===== src/rtl/apmq_pkg.sv =====
// ----------------------------------------------------------------------------
// apmq_pkg
// Shared codes and fixed port field widths for the alarm priority mailbox.
// ----------------------------------------------------------------------------
package apmq_pkg;

    localparam int FIELD_BITS = 32;   // msg_payload / out_payload port width
    localparam int TOTAL_BITS = 5;    // total_count port width

    typedef logic [1:0] status_t;

    localparam status_t ST_OK      = 2'd0;
    localparam status_t ST_NO_ROOM = 2'd1;
    localparam status_t ST_NO_MSG  = 2'd2;

    localparam logic OP_SEND     = 1'b0;
    localparam logic OP_RECV     = 1'b1;
    localparam logic KIND_NORMAL = 1'b0;
    localparam logic KIND_ALARM  = 1'b1;

    // result fields held in the output register
    typedef struct packed {
        status_t                 status;
        logic                    kind;
        logic                    from_ring;   // payload comes from ring read data
        logic [FIELD_BITS-1:0]   word;        // alarm word, or zero
        logic [TOTAL_BITS-1:0]   total;
        logic                    pending;
    } result_t;

endpackage


===== src/rtl/apmq_ring.sv =====
// ----------------------------------------------------------------------------
// apmq_ring
// Normal message storage: one write port, one read port, registered read.
// ----------------------------------------------------------------------------
module apmq_ring #(
    parameter  int DEPTH = 16,
    parameter  int WIDTH = 32,
    localparam int AW    = (DEPTH > 1) ? $clog2(DEPTH) : 1
) (
    input  logic             aclk,
    input  logic             wr_en,
    input  logic [AW-1:0]    wr_addr,
    input  logic [WIDTH-1:0] wr_data,
    input  logic             rd_en,
    input  logic [AW-1:0]    rd_addr,
    output logic [WIDTH-1:0] rd_data
);

    logic [WIDTH-1:0] mem [DEPTH];
    logic [WIDTH-1:0] rd_data_reg;

    always_ff @(posedge aclk) begin
        if (wr_en) begin
            mem[wr_addr] <= wr_data;
        end
    end

    // read data holds until the next read so a stalled beat stays intact
    always_ff @(posedge aclk) begin
        if (rd_en) begin
            rd_data_reg <= mem[rd_addr];
        end
    end

    assign rd_data = rd_data_reg;

endmodule


===== src/rtl/alarm_priority_message_queue.sv =====
// ----------------------------------------------------------------------------
// alarm_priority_message_queue
// Mailbox with one priority alarm slot ahead of a bounded normal message ring.
// ----------------------------------------------------------------------------
//  channel | dir | tdata (low bit first)                         | tuser
//  s_      | in  | msg_payload[31:0]                             | opcode, msg_kind
//  m_      | out | status[1:0] out_payload[31:0] total_count[4:0]| out_kind
//          |     | alarm_pending                                 |
//
//  One beat per cycle unless stalled: a beat's decision and state update happen
//  at the edge it is accepted, its result is in the output register next cycle.
//  Ring read data comes from the memory's registered read port.
//  s_tready drops only while a result is held and m_tready is low.
//  aresetn (synchronous) empties the ring and the alarm slot; ring contents
//  are not cleared.
// ----------------------------------------------------------------------------
module alarm_priority_message_queue
    import apmq_pkg::*;
#(
    parameter int QUEUE_DEPTH  = 16,
    parameter int PAYLOAD_BITS = 32
) (
    input  logic        aclk,
    input  logic        aresetn,

    input  logic        s_tvalid,
    output logic        s_tready,
    input  logic [31:0] s_tdata,    // msg_payload[31:0]
    input  logic [1:0]  s_tuser,    // opcode[0], msg_kind[1]

    output logic        m_tvalid,
    input  logic        m_tready,
    output logic [39:0] m_tdata,    // status[1:0], out_payload[33:2],
                                    // total_count[38:34], alarm_pending[39]
    output logic [0:0]  m_tuser     // out_kind[0]
);

    localparam int PW    = (QUEUE_DEPTH > 1) ? $clog2(QUEUE_DEPTH) : 1;
    localparam int CNT_W = $clog2(QUEUE_DEPTH + 1);
    localparam int SUM_W = CNT_W + 1;
    localparam int CW    = (PAYLOAD_BITS < FIELD_BITS) ? PAYLOAD_BITS : FIELD_BITS;

    // ---- state
    logic [PW-1:0]           rd_ptr_reg, rd_ptr_next;
    logic [PW-1:0]           wr_ptr_reg, wr_ptr_next;
    logic [CNT_W-1:0]        count_reg, count_next;
    logic                    alarm_full_reg, alarm_full_next;
    logic [PAYLOAD_BITS-1:0] alarm_word_reg, alarm_word_next;

    result_t                 res_reg, res_next;
    logic                    m_tvalid_reg;

    // ---- beat decode
    logic                    accept;
    logic                    opcode, kind;
    logic [PAYLOAD_BITS-1:0] in_word;
    logic                    ring_wr, ring_rd;
    logic [PAYLOAD_BITS-1:0] ring_rd_data;
    logic [SUM_W-1:0]        total_sum;

    assign s_tready = !m_tvalid_reg || m_tready;
    assign accept   = s_tvalid && s_tready;
    assign opcode   = s_tuser[0];
    assign kind     = s_tuser[1];
    assign in_word  = PAYLOAD_BITS'(s_tdata[CW-1:0]);

    always_comb begin
        rd_ptr_next     = rd_ptr_reg;
        wr_ptr_next     = wr_ptr_reg;
        count_next      = count_reg;
        alarm_full_next = alarm_full_reg;
        alarm_word_next = alarm_word_reg;
        ring_wr         = 1'b0;
        ring_rd         = 1'b0;
        res_next        = '0;
        res_next.status = ST_OK;

        if (accept) begin
            if (opcode == OP_SEND) begin
                if (kind == KIND_ALARM) begin
                    if (alarm_full_reg) begin
                        res_next.status = ST_NO_ROOM;
                    end else begin
                        alarm_full_next = 1'b1;
                        alarm_word_next = in_word;
                    end
                end else if (count_reg == CNT_W'(QUEUE_DEPTH)) begin
                    res_next.status = ST_NO_ROOM;
                end else begin
                    ring_wr     = 1'b1;
                    count_next  = count_reg + CNT_W'(1);
                    wr_ptr_next = (wr_ptr_reg == PW'(QUEUE_DEPTH - 1)) ? '0
                                                                       : wr_ptr_reg + PW'(1);
                end
            end else if (alarm_full_reg) begin
                // alarm goes out ahead of the ring
                res_next.kind   = KIND_ALARM;
                res_next.word   = FIELD_BITS'(alarm_word_reg[CW-1:0]);
                alarm_full_next = 1'b0;
                alarm_word_next = '0;
            end else if (count_reg != '0) begin
                ring_rd            = 1'b1;
                res_next.from_ring = 1'b1;
                count_next         = count_reg - CNT_W'(1);
                rd_ptr_next        = (rd_ptr_reg == PW'(QUEUE_DEPTH - 1)) ? '0
                                                                          : rd_ptr_reg + PW'(1);
            end else begin
                res_next.status = ST_NO_MSG;
            end
        end

        total_sum        = SUM_W'(count_next) + SUM_W'(alarm_full_next);
        res_next.total   = TOTAL_BITS'(total_sum);
        res_next.pending = alarm_full_next;
    end

    always_ff @(posedge aclk) begin
        if (!aresetn) begin
            rd_ptr_reg     <= '0;
            wr_ptr_reg     <= '0;
            count_reg      <= '0;
            alarm_full_reg <= 1'b0;
            m_tvalid_reg   <= 1'b0;
        end else begin
            rd_ptr_reg     <= rd_ptr_next;
            wr_ptr_reg     <= wr_ptr_next;
            count_reg      <= count_next;
            alarm_full_reg <= alarm_full_next;
            if (accept) begin
                m_tvalid_reg <= 1'b1;
            end else if (m_tready) begin
                m_tvalid_reg <= 1'b0;
            end
        end
    end

    always_ff @(posedge aclk) begin
        alarm_word_reg <= alarm_word_next;
        if (accept) begin
            res_reg <= res_next;
        end
    end

    apmq_ring #(
        .DEPTH (QUEUE_DEPTH),
        .WIDTH (PAYLOAD_BITS)
    ) u_ring (
        .aclk    (aclk),
        .wr_en   (ring_wr),
        .wr_addr (wr_ptr_reg),
        .wr_data (in_word),
        .rd_en   (ring_rd),
        .rd_addr (rd_ptr_reg),
        .rd_data (ring_rd_data)
    );

    logic [FIELD_BITS-1:0] out_word;

    assign out_word = res_reg.from_ring ? FIELD_BITS'(ring_rd_data[CW-1:0]) : res_reg.word;

    assign m_tvalid   = m_tvalid_reg;
    assign m_tdata    = {res_reg.pending, res_reg.total, out_word, res_reg.status};
    assign m_tuser[0] = res_reg.kind;

endmodule

===== config.mk =====
export PLATFORM = sky130hd
export DESIGN_NAME = alarm_priority_message_queue
export DESIGN_NICKNAME = d
export VERILOG_FILES = /design/src/rtl/apmq_pkg.sv /design/src/rtl/apmq_ring.sv /design/src/rtl/alarm_priority_message_queue.sv
export SDC_FILE = /design/constraint.sdc
export NUM_CORES = 1
export LEC_CHECK = 0
export BUFFER_PORTS_ARGS = -buffer_cell sky130_fd_sc_hd__buf_2
export CAP_MARGIN = 0
export CORE_ASPECT_RATIO = 0.9
export CORE_MARGIN = 2
export CORE_UTILIZATION = 35
export CTS_CLUSTER_DIAMETER = 100
export DETAILED_ROUTE_END_ITERATION = 12
export GPL_TIMING_DRIVEN = 0
export SYNTH_ARGS = -nofsm -noshare
export SYNTH_HDL_FRONTEND = slang
export SYNTH_HIERARCHICAL = 1
export SYNTH_SLANG_ARGS = --single-unit

===== constraint.sdc =====
create_clock -name aclk -period 7.1 [get_ports aclk]
set_clock_uncertainty 0.1 [all_clocks]
set_input_delay 1.775 -clock aclk [delete_from_list [all_inputs] [get_ports aclk]]
set_output_delay 1.775 -clock aclk [all_outputs]
set_load 0.03 [all_outputs]

; ---- Word level (Yosys, flattened, before mapping)
; Memories as Yosys holds them, arrays and structs flattened. A register that Yosys moved wholly into a read port is not among the register bits.
; Index checks and enable logic that the tools add are counted.
[word_totals]
ff_bits = 89
mem_bits_rw = 512
input_bits = 38
output_inout_bits = 43
wordCells = 72
mem_count = 1
[mem_list]
columns = memory, depth, word_bits, read_ports, rd_ports_with_merged_regs, write_ports, line
row1 = u_ring.mem, 16, 32, 1, 1, 1, apmq_ring.sv:19  ; logic [WIDTH-1:0] mem [DEPTH];
[op_classes]
add_sub_neg = 5
n_eq_ne = 5
muxes = 35
n_bitwise = 4
reduce_logical = 10
[op_table]
columns = operator, n
row1 = $mux 32, 5
row2 = $mux 5, 6
row3 = $mux 1, 18
row4 = $reduce_and 4->1, 3
row5 = $add 4x1->4 const B, 2
row6 = $eq 4x4->1 const B, 2
row7 = $mux 2, 4
row8 = $mux 4, 2
row9 = $add 5x1->5, 1
row10 = $add 5x1->5 const B, 1
row11 = $eq 5x5->1 const B, 1
row12 = $reduce_bool 5->1, 1
row13 = $sub 5x1->5 const B, 1
row14 = $not 1->1, 4
row15 = $reduce_bool 2->1, 2
row16 = $ne 2x1->1 const B, 1
row17 = $ne 2x2->1 const B, 1
row18 = $reduce_and 2->1, 1
row19 = $logic_and 1x1->1, 1
row20 = $logic_not 1->1, 1
row21 = $logic_or 1x1->1, 1

; ---- Longest topological paths before layout
; Gate-level depths: netlist of the first run.
[logic_depth]
ltp_word = 7
mapped_depth = 10
mapped_depth_nobuf = 10

; ---- By module
; The synthesis of the first run kept the hierarchy.
[modules_own_cells]
columns = mod, instances, cells_each, area_each_um2, seq_area_each_um2
row1 = apmq_ring, 1, 838, 20155.6, 16335.7
row2 = alarm_priority_message_queue, 1, 319, 4186.5, 2522.4

; ---- Least setup slack after synthesis of the first run
; No wires, ideal clock.
[synth_path]
path_type = input port to flip-flop
start = input port s_tuser[1]
end = memory u_ring.mem[0][0] (enable)
setup_ns = 0.461
t_arrival_ns = 5.062
required_ns = 6.539
setup_slack_ns = 1.477
stages = 6
n_path_buf = 1
path_cell_list = clkbuf_1 > nor2_1 > nand2_1 > nor2_4 > or3b_2 > nor3_1
[synth_between]
elab_chain_cells = 5
[synth_rtl]
columns = element, line
row1 = "start, declared", alarm_priority_message_queue.sv:29  ; input logic [1:0] s_tuser,
row2 = $mux 1, alarm_priority_message_queue.sv:80  ; if (kind == KIND_ALARM) begin
row3 = $mux 1, alarm_priority_message_queue.sv:79  ; if (opcode == OP_SEND) begin
row4 = $mux 1, alarm_priority_message_queue.sv:78  ; if (accept) begin
row5 = via ring_wr, alarm_priority_message_queue.sv:57  ; logic ring_wr, ring_rd;
row6 = $mux 1, apmq_ring.sv:23  ; if (wr_en) begin
row7 = $mux 1 (implied by the code), apmq_ring.sv:24  ; mem[wr_addr] <= wr_data;
row8 = "end, declared", apmq_ring.sv:19
; The timed path passes the listed nets, and every way through them passes these cells.

; ---- Final worst setup path of the first run
[layout_path]
start = register res_reg[38] in the netlist's numbering
end = output port m_tdata[13]
[layout_between]
elab_chain_cells = 1
[layout_rtl]
columns = element, line
row1 = "start, declared", alarm_priority_message_queue.sv:50  ; result_t res_reg, res_next;
row2 = "start signal, assigned", alarm_priority_message_queue.sv:140  ; res_reg <= res_next;
row3 = $mux 32, alarm_priority_message_queue.sv:159  ; assign out_word = res_reg.from_ring ? FIELD_BITS'(ring_rd_data[CW-1:0]) : res_reg.word;
row4 = "end, declared", alarm_priority_message_queue.sv:33  ; output logic [39:0] m_tdata,
; No other way between the ends.

==> results of run 1 <==
[through the flow]
step	total power [uW]	std cells
after floorplan	4518	1157
after global placement	4669	2166
after detailed placement	4685	2198
after CTS	8074	2321
after global routing	8254	2321
final	7985	2321
[worst register-to-register path, cell delays in order (launching register included)]
cell       delay [ns]
dfxtp_1          0.42
inv_1            0.09
ha_1             0.23
nand4bb_1        0.20
nand2_1          0.14
nor2_4           0.23
nand3b_1         0.34
nor3_2           0.85
buf_6            0.27
buf_6            0.19
[layer usage]
metal	routed length, um	up-vias	share of wire [%]
li1	-	5122	-
met1	24390	6345	45
met4	1049	4	1.9
met3	3648	88	6.7
met2	25390	347	47
met5	26	-	0.048
[worst max-delay path by stage]
stage                                       end  slack [ns]  depth (start not counted)
global route                        m_tdata[13]        2.40                          4
CTS                                 m_tdata[16]        2.46                          4
floorplan            u_ring/mem[0][0]$_DFFE_PP_        1.48                          6
finish                              m_tdata[13]        2.53                          4
global placement    u_ring/mem[0][18]$_DFFE_PP_       -1.24                          7
detailed placement  u_ring/mem[4][17]$_DFFE_PP_        2.43                          9
[cell type report]
cell class	count	area, um^2	share of cell area, %
buffer	67	336.6	1.175
clock buffer	83	1779	6.212
clock inverter	40	354.1	1.236
inverter	8	30.03	0.1048
multi-input combinational	449	5234	18.27
sequential	633	18860	65.84
tap	930	1164	4.063
timing repair buffer	111	885.9	3.093
[logic make-up (layout without fill, tap and decap cells)]
group,count (synthesis),count (layout),share of synthesized area [%]
AND/OR/NAND/NOR,183,183,4.318
flip-flops,633,633,77.47
buffers and inverters,75,309,1.506
XOR/XNOR,7,7,0.2519
multiplexers,164,164,13.49
AO/OA/AOI/OAI,88,88,2.606
adder cells (fa/ha/maj),7,7,0.3598
[synth_stat cells, drive strengths merged, types with 2 or more instances]
cell type / instances / share of area [%]
edfxtp: 618 / 76
mux4: 128 / 12
a22oi: 65 / 2.0
nand2: 43 / 0.69
nor2b: 42 / 1.1
and2: 40 / 1.0
buf: 40 / 0.97
mux2: 32 / 1.5
clkbuf: 27 / 0.42
nor2: 21 / 0.35
dfxtp: 15 / 1.2
a21oi: 10 / 0.21
inv: 8 / 0.12
ha: 7 / 0.36
nor3: 7 / 0.16
nand3: 6 / 0.12
mux2i: 4 / 0.16
nand3b: 4 / 0.12
xnor2: 4 / 0.14
a21boi: 3 / 0.093
nand2b: 3 / 0.077
nand4b: 3 / 0.11
o21ai: 3 / 0.062
xor2: 3 / 0.11
and3: 2 / 0.072
nor3b: 2 / 0.062
nor4: 2 / 0.051
or3: 2 / 0.051
[power by group through the flow]
stage / sequential [uW] / combinational [uW] / clock (uW)
after global routing: 4160 / 473 / 3620
after CTS: 4160 / 444 / 3470
final: 4160 / 433 / 3390
after global placement: 4240 / 424 / 0
after detailed placement: 4240 / 443 / 0
after floorplan: 4240 / 276 / 0
==> results.py, run 1 <==
metrics = {
    "timing": {
        "tightest_slew_ns": 0.9977,
        "setup_slack_ns": 2.532,
        "setup_viol": 0,
        "hold_viol_final": 0,
        "setup_tns_ns": 0,
        "fmax_ghz": 0.2189,
        "final-max-slew-violation-count": 0,
        "timing.hold.ws_ns": 0.4191,
        "post-route-period-util_pct": 64.34,
        "rsz0062_at_grt": "false",
        "min_period_ns": 4.568,
        "slew_headroom_pct": 33.13,
    },
    "critical_path": {
        "critical_path.top_delay_family": "buffers and inverters",
        "timing.critical_path.buf_inv": 3,
        "critPathLaunchType": "flop",
        "rrSetupSlack_ns": 3.73,
        "critical-path-max-stage-delay_ns": 0.72,
        "criticalPathCategory": "flop to output pin",
        "r2r-end": "u_ring/mem[4][13]$_DFFE_PP_",
        "cp_max_fo": 10,
        "worst_setup_path_end_kind": "output pin",
        "cp.required_ns": 5.22,
        "path_cells": "clkbuf_1 > buf_1 > mux2_2 > buf_2",
        "reg2reg_depth": 9,
        "crit_arrival_ns": 2.69,
        "startpoint": "res_reg[38]$_SDFFCE_PN0N_",
        "cp_slowest_cell": "buf_1",
        "timing.rr.start": "count_reg[1]$_SDFF_PN0_",
    },
    "grt": {
        "overflow": 0,
        "grt_use_met2_pct": 24.31,
        "grt_antenna_before_repair": 3,
        "grt_pass1_wl_um": 81540,
        "track_usage_pct": 15.62,
        "top_usage_layer": "met2",
        "grt_use_met3_pct": 3.802,
        "grt_max_degree": 29,
        "grt_pass1_vias": 12358,
        "use_met1_pct": 21.99,
    },
    "place": {
        "portBuffers": 79,
        "hpwl_um": 35200,
        "pre_cts_ws_ns": 2.428,
        "place_area_mm2": 0.02651,
        "gp_congestion": 0.7500,
    },
    "detailed_routing": {
        "routed_wl_um": 54500,
        "first_pass_iters": 5,
        "wl_per_cell_um": 23.48,
        "drcViolationCount": 0,
        "num_vias": 11906,
        "drt-initial-drc-count": 1103,
        "viasPerCell": 5.130,
        "drt.antenna.violating_nets": 0,
    },
    "worst_hold_path": {
        "hold_class": "flop to flop",
        "hold_end": "res_reg[6]$_SDFFCE_PN0N_",
        "min_delay_path_depth": 1,
        "min_from": "alarm_word_reg[0]$_SDFFCE_PP0P_",
    },
    "power": {
        "vdd_ir_drop_max_uv": 172.1,
        "power.internal_uw": 6295,
        "power.share.sequential_pct": 52.1,
        "p_per_area_mw_per_mm2": 278.8,
        "swShare_pct": 21.17,
        "p_switching_uw": 1691,
        "power.leakage_uw": 0.009032,
        "clockPowerShare_pct": 42.4,
        "p_comb_share_pct": 5.4,
    },
    "clocking": {
        "cts_root_buf": "clkbuf_16",
        "cts_setup_buffers": 0,
        "clk_pin_slew_worst_paths_ns": 0.06,
        "clock_latency_ns": 0.60,
        "cts_buffer_depth": 3,
        "h-tree-depth": 3,
        "cts.sinks": 633,
        "cts_inserted_buffers": 67,
        "hold_buffers": 0,
        "post_cts_resized": 0,
        "cts_tree": "done",
    },
    "finish": {
        "mostFrequentLayoutCells": "edfxtp_1 (618), mux4_2 (128), buf_2 (87), clkbuf_16 (69), a22oi_1 (64)",
        "final_common_cell": "edfxtp_1",
        "fillCellCount": 5962,
        "drive_above_1_share_pct": 30.63,
        "final_cell_area_mm2": 0.02864,
        "post-route-util_pct": 41.72,
        "syn2layout_area_growth_pct": 17.66,
        "nets": 1382,
        "largest_register_ffs": 512,
        "antenna_cells": 0,
    },
    "logic_synthesis": {
        "ys_seq_area_share_pct": 77.47,
        "synth_flop_cell": "edfxtp_1",
        "synthesis.nets": 1202,
        "yosysUniqueCellTypes": 52,
        "ys_seq_elements": 633,
        "async_flop_share_pct": 0,
        "synthCells": 1157,
        "synth-edff-count": 618,
        "yosys_warnings": 6,
        "syn_area_per_cell_um2": 21.04,
        "netlist_area_mm2": 0.02434,
    },
    "floorplan": {
        "die_x_um": 282.0,
        "row_count": 91,
        "ios": 81,
        "start_util_pct": 35.45,
        "fp.dieH_um": 254.2,
        "coreArea_mm2": 0.06866,
        "die_area_mm2": 0.07168,
    },
    "run_status": {
        "status": "complete, no violations",
    },
    "run": {
        "maxCapViolCount": 0,
    },
}
(Power assumes the default switching activity.)
==> inputs of run 2 (changes only) <==
==> constraint.sdc (replaced) <==
create_clock -name aclk -period 4.6 [get_ports aclk]
set_clock_uncertainty 0.1 [all_clocks]
set_input_delay 1.15 -clock aclk [delete_from_list [all_inputs] [get_ports aclk]]
set_output_delay 1.15 -clock aclk [all_outputs]
set_load 0.03 [all_outputs]
==> results.py, run 2 (synthesis results as in run 1) <==
metrics = {
    "finish": {
        "antenna_cells": 0,
        "syn2layout_area_growth_pct": 18.18,
        "nets": 1377,
        "drive_above_1_share_pct": 29.97,
        "mostFrequentLayoutCells": "edfxtp_1 (618), mux4_2 (128), buf_2 (87), clkbuf_16 (69), a22oi_1 (64)",
        "fillCellCount": 5930,
        "final_common_cell": "edfxtp_1",
        "largest_register_ffs": 512,
        "final_cells": 2308,
        "post-route-util_pct": 41.90,
        "final_cell_area_mm2": 0.02877,
    },
    "critical_path": {
        "worst_setup_path_end_kind": "output pin",
        "timing.rr.start": "count_reg[1]$_SDFF_PN0_",
        "cp.required_ns": 3.35,
        "critPathLaunchType": "flop",
        "r2r-end": "u_ring/mem[8][22]$_DFFE_PP_",
        "path_cells": "clkbuf_1 > buf_1 > mux2_2 > buf_2",
        "startpoint": "res_reg[38]$_SDFFCE_PN0N_",
        "setup.worst_path.end": "m_tdata[13]",
        "rrSetupSlack_ns": 1.23,
        "cp_max_fo": 10,
        "cp_slowest_cell": "buf_1",
        "criticalPathCategory": "flop to output pin",
        "critical-path-max-stage-delay_ns": 0.70,
        "reg2reg_depth": 9,
        "crit_arrival_ns": 2.72,
    },
    "detailed_routing": {
        "routed_wl_um": 54720,
        "viasPerCell": 5.166,
        "drt-initial-drc-count": 1010,
        "first_pass_iters": 5,
        "drt.antenna.violating_nets": 0,
        "drcViolationCount": 0,
        "wl_per_cell_um": 23.71,
        "num_vias": 11923,
    },
    "timing": {
        "rsz0062_at_grt": "false",
        "hold_viol_final": 0,
        "tightest_slew_ns": 1.010,
        "fmax_ghz": 0.2516,
        "min_period_ns": 3.974,
        "post-route-period-util_pct": 86.39,
        "slew_headroom_pct": 32.64,
        "setup_viol": 0,
        "final-max-slew-violation-count": 0,
    },
    "place": {
        "gp_congestion": 0.7525,
        "place_area_mm2": 0.02672,
        "hpwl_um": 35580,
        "portBuffers": 79,
        "dp_cells": 2194,
    },
    "clocking": {
        "clk_pin_slew_worst_paths_ns": 0.06,
        "post_cts_resized": 0,
        "cts_inserted_buffers": 66,
        "hold_buffers": 0,
        "cts_tree": "done",
        "cts_root_buf": "clkbuf_16",
        "cts_setup_buffers": 0,
        "h-tree-depth": 3,
        "cts_buffer_depth": 3,
        "clock_latency_ns": 0.60,
        "cts.sinks": 633,
    },
    "run": {
        "maxCapViolCount": 0,
    },
    "grt": {
        "grt_max_degree": 31,
        "grt_pass1_vias": 12345,
        "grt_antenna_before_repair": 3,
        "overflow": 0,
        "grt_pass1_wl_um": 80550,
        "track_usage_pct": 15.54,
    },
    "floorplan": {
        "start_util_pct": 35.45,
        "ios": 81,
        "coreArea_mm2": 0.06866,
        "die_x_um": 282.0,
        "row_count": 91,
        "die_area_mm2": 0.07168,
        "fp.dieH_um": 254.2,
    },
    "run_status": {
        "status": "complete, no violations",
    },
    "power": {
        "power.leakage_uw": 0.009016,
        "vdd_ir_drop_max_uv": 236.9,
        "p_per_area_mw_per_mm2": 424.1,
    },
    "worst_hold_path": {
        "hold_class": "flop to flop",
    },
}
## run 2: cell count changes in the layout (fill, tap and decap cells not counted), sizes merged
cell,change
bufinv,-1
clkbuf,+1
inv,-2
buf,-4
clkinv,-8
clkinvlp,+1
## run 2: metrics by stage
stage / hold WS, ns / worst slack [ns] / power (uW) / TNS (ns)
2_1_floorplan: 0.3967 / 0.1456 / 6973 / 0
3_3_place_gp: 0.4052 / -2.791 / 7204 / -633.09
3_5_place_dp: 0.4118 / 0.6340 / 7233 / 0
4_1_cts: 0.4222 / 0.5660 / 12340 / 0
5_1_grt: 0.4369 / 0.4985 / 12600 / 0
6_report: 0.4203 / 0.6259 / 12200 / 0
## run 2: area by class of cell
class | count | area [um^2] | share of cell area, %
Inverter | 8 | 30.03 | 0.1044
Buffer | 67 | 336.6 | 1.170
Clock buffer | 84 | 1793 | 6.233
Sequential cell | 633 | 18860 | 65.56
Multi-Input combinational cell | 449 | 5259 | 18.28
Tap cell | 930 | 1164 | 4.045
Timing Repair Buffer | 107 | 1071 | 3.723
Clock inverter | 30 | 255.2 | 0.8873
## run 2: worst min-delay path by stage
stage / startpoint / cells after the start / to / slack, ns
2_1_floorplan: alarm_word_reg[0]$_SDFFCE_PP0P_ / 1 / res_reg[6]$_SDFFCE_PN0N_ / 0.40
3_3_place_gp: alarm_word_reg[14]$_SDFFCE_PP0P_ / 1 / res_reg[20]$_SDFFCE_PN0N_ / 0.41
3_5_place_dp: alarm_word_reg[17]$_SDFFCE_PP0P_ / 1 / res_reg[23]$_SDFFCE_PN0N_ / 0.41
6_report: alarm_word_reg[11]$_SDFFCE_PP0P_ / 1 / res_reg[17]$_SDFFCE_PN0N_ / 0.42
5_1_grt: alarm_word_reg[29]$_SDFFCE_PP0P_ / 1 / res_reg[35]$_SDFFCE_PN0N_ / 0.44
4_1_cts: alarm_word_reg[11]$_SDFFCE_PP0P_ / 1 / res_reg[17]$_SDFFCE_PN0N_ / 0.42
## run 2: report_power, final
part	switching (uW)	internal, uW	leakage [uW]
clock	2130	2980	0.00100
sequential	21.6	6410	0.00574
combinational	407	262	0.00227
## run 2: metal layers
| metal | part of all wire (%) | vias to the layer above | global-route usage [%] |
|---|---|---|---|
| li1 | - | 5089 | - |
| met1 | 44 | 6356 | 21.90 |
| met2 | 46 | 383 | 24.20 |
| met3 | 7.0 | 91 | 3.838 |
| met4 | 2.1 | 4 | 4.073 |
| met5 | 0.049 | - | 0 |
## run 2: critical path, delay by kind of cell (launching register included)
kind     cells  cell delay (ns)
flops        1             0.32
buf+inv      3             1.34
mux          1             0.47
